==> src/rtl/yuv_pixel_landmark_classifier_macros.svh <==
// Assertion helpers for the landmark classifier
`ifndef YUV_PIXEL_LANDMARK_CLASSIFIER_MACROS_SVH
`define YUV_PIXEL_LANDMARK_CLASSIFIER_MACROS_SVH
`ifndef SYNTH
`define YPLC_ASSERT(lbl, prop) \
	lbl: assert property (@(posedge clk) disable iff (!arst_n) (prop)) \
		else $error("yplc assertion failed");
`define YPLC_ASSERT_NEXT(lbl, pre, post) \
	lbl: assert property (@(posedge clk) disable iff (!arst_n) (pre) |=> (post)) \
		else $error("yplc assertion failed");
`else
`define YPLC_ASSERT(lbl, prop)
`define YPLC_ASSERT_NEXT(lbl, pre, post)
`endif
`endif

==> src/rtl/yplc_div.sv <==
`timescale 1ns / 1ps
module yplc_div #(
	parameter int NUM_W = 18,
	parameter int DEN_W = 9,
	parameter int Q_W   = 11,
	parameter int PAY_W = 4
) (
	input  logic             clk,
	input  logic             arst_n,
	input  logic             en,
	input  logic             in_vld,
	input  logic [NUM_W-1:0] num,
	input  logic [DEN_W-1:0] den,
	input  logic [PAY_W-1:0] pay,
	output logic             out_vld,
	output logic [Q_W-1:0]   quo,
	output logic [PAY_W-1:0] pay_out
);
	localparam int W = NUM_W + DEN_W + Q_W;

	logic [W-1:0]     rem_s [Q_W+1];
	logic [DEN_W-1:0] den_s [Q_W+1];
	logic [Q_W-1:0]   q_s   [Q_W+1];
	logic [PAY_W-1:0] pay_s [Q_W+1];
	logic             vld_s [Q_W+1];

	assign rem_s[0] = W'(num);
	assign den_s[0] = den;
	assign q_s[0]   = '0;
	assign pay_s[0] = pay;
	assign vld_s[0] = in_vld;

	// one quotient bit per stage, most significant first
	for (genvar i = 0; i < Q_W; i++) begin : g_stage
		localparam int B = Q_W - 1 - i;
		logic [W-1:0] shd;
		logic         ge;
		assign shd = W'(den_s[i]) << B;
		assign ge  = rem_s[i] >= shd;
		always_ff @(posedge clk or negedge arst_n) begin
			if (!arst_n) begin
				vld_s[i+1] <= 1'b0;
			end else if (en) begin
				vld_s[i+1] <= vld_s[i];
			end
		end
		always_ff @(posedge clk) begin
			if (en) begin
				rem_s[i+1] <= ge ? rem_s[i] - shd : rem_s[i];
				q_s[i+1]   <= q_s[i] | (Q_W'(ge) << B);
				den_s[i+1] <= den_s[i];
				pay_s[i+1] <= pay_s[i];
			end
		end
	end

	assign out_vld = vld_s[Q_W];
	assign quo     = q_s[Q_W];
	assign pay_out = pay_s[Q_W];
endmodule

==> config.mk <==
export PLATFORM = sky130hd
export DESIGN_NAME = yplc_div
export DESIGN_NICKNAME = d
export VERILOG_FILES = /design/src/rtl/yuv_pixel_landmark_classifier_macros.svh /design/src/rtl/yplc_div.sv
export SDC_FILE = /design/constraint.sdc
export NUM_CORES = 1
export LEC_CHECK = 0
export ABC_AREA = 0
export BUFFER_PORTS_ARGS = -buffer_cell sky130_fd_sc_hd__buf_2
export CAP_MARGIN = 15
export CORE_ASPECT_RATIO = 1.5
export CORE_MARGIN = 2
export CORE_UTILIZATION = 38
export CTS_CLUSTER_SIZE = 16
export DETAILED_ROUTE_END_ITERATION = 10
export PLACE_DENSITY = 0.66
export SETUP_SLACK_MARGIN = 0.2
export SLEW_MARGIN = 30
export SYNTH_ARGS = -nofsm -noshare
export SYNTH_HDL_FRONTEND = slang
export SYNTH_SLANG_ARGS = --single-unit
==> constraint.sdc <==
create_clock -name clk -period 3 [get_ports clk]
set_input_delay 0.3 -clock clk [delete_from_list [all_inputs] [get_ports clk]]
set_output_delay 0.3 -clock clk [all_outputs]
set_load 0.005 [all_outputs]
==> results.cfg <==
[synth]
async_reset_ff_frac = 0.0193
ys_types = 70
synth_warnings = 0
synth.cell_area_mm2 = 0.0271
synth_top_family_by_area = simple AND/OR/NAND/NOR gates
syn_area_per_cell_um2 = 13.1
synthAdderAreaFrac = 0.0545
synth_seq_cells = 570
synthCells = 2073
ys_seq_area_frac = 0.629
synth-simple-area-share = 0.128
ys.flop_type = edfxtp_1
synth_nets = 2220
synth_compound_area_frac = 0.0675
synth_edf_count = 559
synth_xor_area_frac = 0.0743
synthMuxAreaShare = 0.0182

[die]
dieHeight_um = 331
ioPinCount = 51
die-width_um = 222
core_mm2 = 0.0710
die_area_mm2 = 0.0735
initial_core_util = 0.382
rows = 120

[critical_path]
worst_r2r_path_depth = 7
critical_path_peak_fanout = 6
critPathLaunch = rem_s[128]$_DFFE_PP_
cp-start-kind = flop
r2r_end = rem_s[112]$_DFFE_PP_
required_ns = 3.36
endpoint_kind = flop
cpPeakStageDelay_ns = 0.56
rr_startpoint = rem_s[128]$_DFFE_PP_
path_buf_inv = 0
reg2reg_setup_slack_ns = -0.1
crit_slowest_cell = or4_4
crit_type = flop to flop
path_delay_family = simple AND/OR/NAND/NOR gates
cp_cell_sequence = or4_4, or4_4, or4_4, or2_4, or3_4, nor4_4, xor2_1
cp.depth = 7
arrival_ns = 3.45
cpMostUsedCell = or4_4
endpoint = rem_s[112]$_DFFE_PP_

[drt]
drt.antenna.violating_nets = 0
dr.pass1.iters = 5
drtIter0Drc = 933
drc = 0
dr_total_vias = 17117
post_drt_via_cell_ratio = 5.05
wl_per_cell_um = 15.7
wl_um = 53000

[sta]
fmax_mhz = 323
finalHoldViolCount = 0
setup_viol = 22
fin_crit_ns = 3.10
final.period_utilization = 1.03
rsz0062_at_grt = yes
fin_worst_skew_ns = 0.0479
tns_ns = -0.923
worst_pin_slew_ns = 0.845
worst_slack_ns = -0.0964
slew_violations = 0
max_slew_margin = 0.431

[cts]
clock-root-buffer = clkbuf_16
cts_tree = yes
cts_max_level = 2
cts_inserted_buffers = 55
cts_buffer_depth = 3
clock-sinks = 570
insertion_delay_ns = 0.65
clk_pin_slew_ns = 0.06

[grt]
grt_pass1_vias = 17788
grt_pass1_wl_um = 82900
antenna_found_initial = 0
grt_max_degree = 96
grt_use_total = 0.138
gr-total-overflow = 0

[power]
leakagePower_nw = 12.9
finalPower_mw = 23.0
power_density_mw_per_mm2 = 659
ir_worst_vdd_mv = 0.450

[layout]
layout-drive-gt1-share = 0.303
num_antenna_cells = 0
fin_nets = 2575
final_cell_mix = edfxtp_1, buf_4, xor2_1
final_util = 0.492
final_common_cell = edfxtp_1
areaGrowthSynthToFinish_pct = 28.8

[flow_run]
cap_violations = 0

[place]
io_buffers = 50
placement.setup.worst_slack_ns = -0.121
hpwlAfterDp_um = 36400
finalWeightedCongestion = 0.907

[run_status]
status = finished with violations
violations = negative setup slack

[hold_path]
min-delay-path-class = input pin to flop
-- worst reg2reg max path, stage by stage (launching register included) --
cell      delay, ns
edfxtp_1       0.38
or4_4          0.56
or4_4          0.44
or4_4          0.53
or2_4          0.28
or3_4          0.37
nor4_4         0.15
xor2_1         0.09
-- sequential cells by signal (all words and copies together) (netlist names) --
signal / cells
quo: 11
rem_s: 359
den_s: 90
q_s: 55
vld_s: 10
pay_s: 40
out_vld: 1
pay_out: 4
-- where the power goes --
part           internal (mW)  leakage [nW]  switching, mW
registers               10.1          5.52          0.726
logic                   2.70          6.57           2.70
clock network           3.91         0.858           2.94
-- synthesized netlist by cell type, drive strengths merged, types with 4 or more instances --
cell type / number / area share
a211oi: 15 / 0.0042
a21o: 24 / 0.0066
a21oi: 86 / 0.016
a31o: 4 / 0.0013
a31oi: 5 / 0.0012
and2: 4 / 0.00092
and3: 6 / 0.0014
and3b: 6 / 0.0019
buf: 23 / 0.0062
clkbuf: 26 / 0.0036
dfrtp: 11 / 0.010
edfxtp: 559 / 0.62
fa: 10 / 0.0074
ha: 102 / 0.047
inv: 134 / 0.019
mux2: 42 / 0.017
nand2: 102 / 0.014
nand2b: 28 / 0.0065
nand3: 30 / 0.0055
nand3b: 13 / 0.0036
nand4: 15 / 0.0035
nand4b: 8 / 0.0026
nor2: 146 / 0.020
nor2b: 24 / 0.0055
nor3: 85 / 0.016
nor3b: 10 / 0.0028
nor4: 64 / 0.015
nor4b: 8 / 0.0026
nor4bb: 4 / 0.0015
o21a: 33 / 0.0091
o21ai: 72 / 0.013
o21bai: 5 / 0.0014
o22ai: 6 / 0.0014
o31a: 11 / 0.0036
o31ai: 13 / 0.0036
or2: 14 / 0.0032
or3: 36 / 0.0085
or4: 28 / 0.0083
or4b: 4 / 0.0015
xnor2: 102 / 0.033
xor2: 128 / 0.041
-- cell type report --
| type | count | area, um^2 |
|---|---|---|
| clock inverter | 36 | 395 |
| timing repair buffer | 346 | 2980 |
| fill | 5935 | 36100 |
| inverter | 134 | 505 |
| multi-input combinational | 1321 | 11400 |
| sequential | 570 | 17100 |
| clock buffer | 65 | 1410 |
| tap | 915 | 1140 |
-- layer usage --
| metal | vias to the layer above | share of wire | wire length (um) | global-route usage |
|---|---|---|---|---|
| met4 | 0 | 0.061 | 3240 | 0.0862 |
| met5 | - | 0 | 0 | 0 |
| li1 | 8402 | - | - | - |
| met2 | 334 | 0.58 | 30600 | 0.291 |
| met3 | 172 | 0.028 | 1510 | 0.0206 |
| met1 | 8209 | 0.33 | 17700 | 0.117 |
-- stage by stage --
| step | hold slack [ns] | instance area, um^2 | instances |
|---|---|---|---|
| floorplan | 0.00441 | 27500 | 2073 |
| global placement | 0.169 | 29900 | 3150 |
| detailed placement | 0.171 | 29900 | 3150 |
| CTS | 0.0291 | 33400 | 3339 |
| global route | 0.0397 | 34900 | 3387 |
| finish | 0.0541 | 34900 | 3387 |
-- cell families (layout without fill, tap and decap cells) --
kind of cell | count (synthesis) | in the layout
simple gates | 642 | 642
xor+xnor | 230 | 230
fa+ha+maj | 112 | 112
flops | 570 | 570
compound gates | 292 | 293
buf+inv | 183 | 581
mux | 44 | 44
-- what timing repair did --
action / CTS / global route
hold endpoints to repair: 41 / 0
cloned: 3 / 1
buffers inserted: 54 / 47
endpoints found under the setup margin: 186 / 223
pin swaps: 63 / 78
hold buffers: 31 / 0
gates resized for setup: 202 / 231
-- how the worst min path moves through the flow --
stage                 start               endpoint  depth (start not counted)
floorplan            arst_n    out_vld$_DFFE_PN0P_                          0
global placement     arst_n  vld_s[10]$_DFFE_PN0P_                          1
detailed placement   arst_n  vld_s[10]$_DFFE_PN0P_                          1
CTS                 num[10]   rem_s[390]$_DFFE_PP_                          3
global route        num[10]   rem_s[390]$_DFFE_PP_                          3
finish              num[10]   rem_s[390]$_DFFE_PP_                          3
No activity file was read; power rests on OpenSTA's default activity.
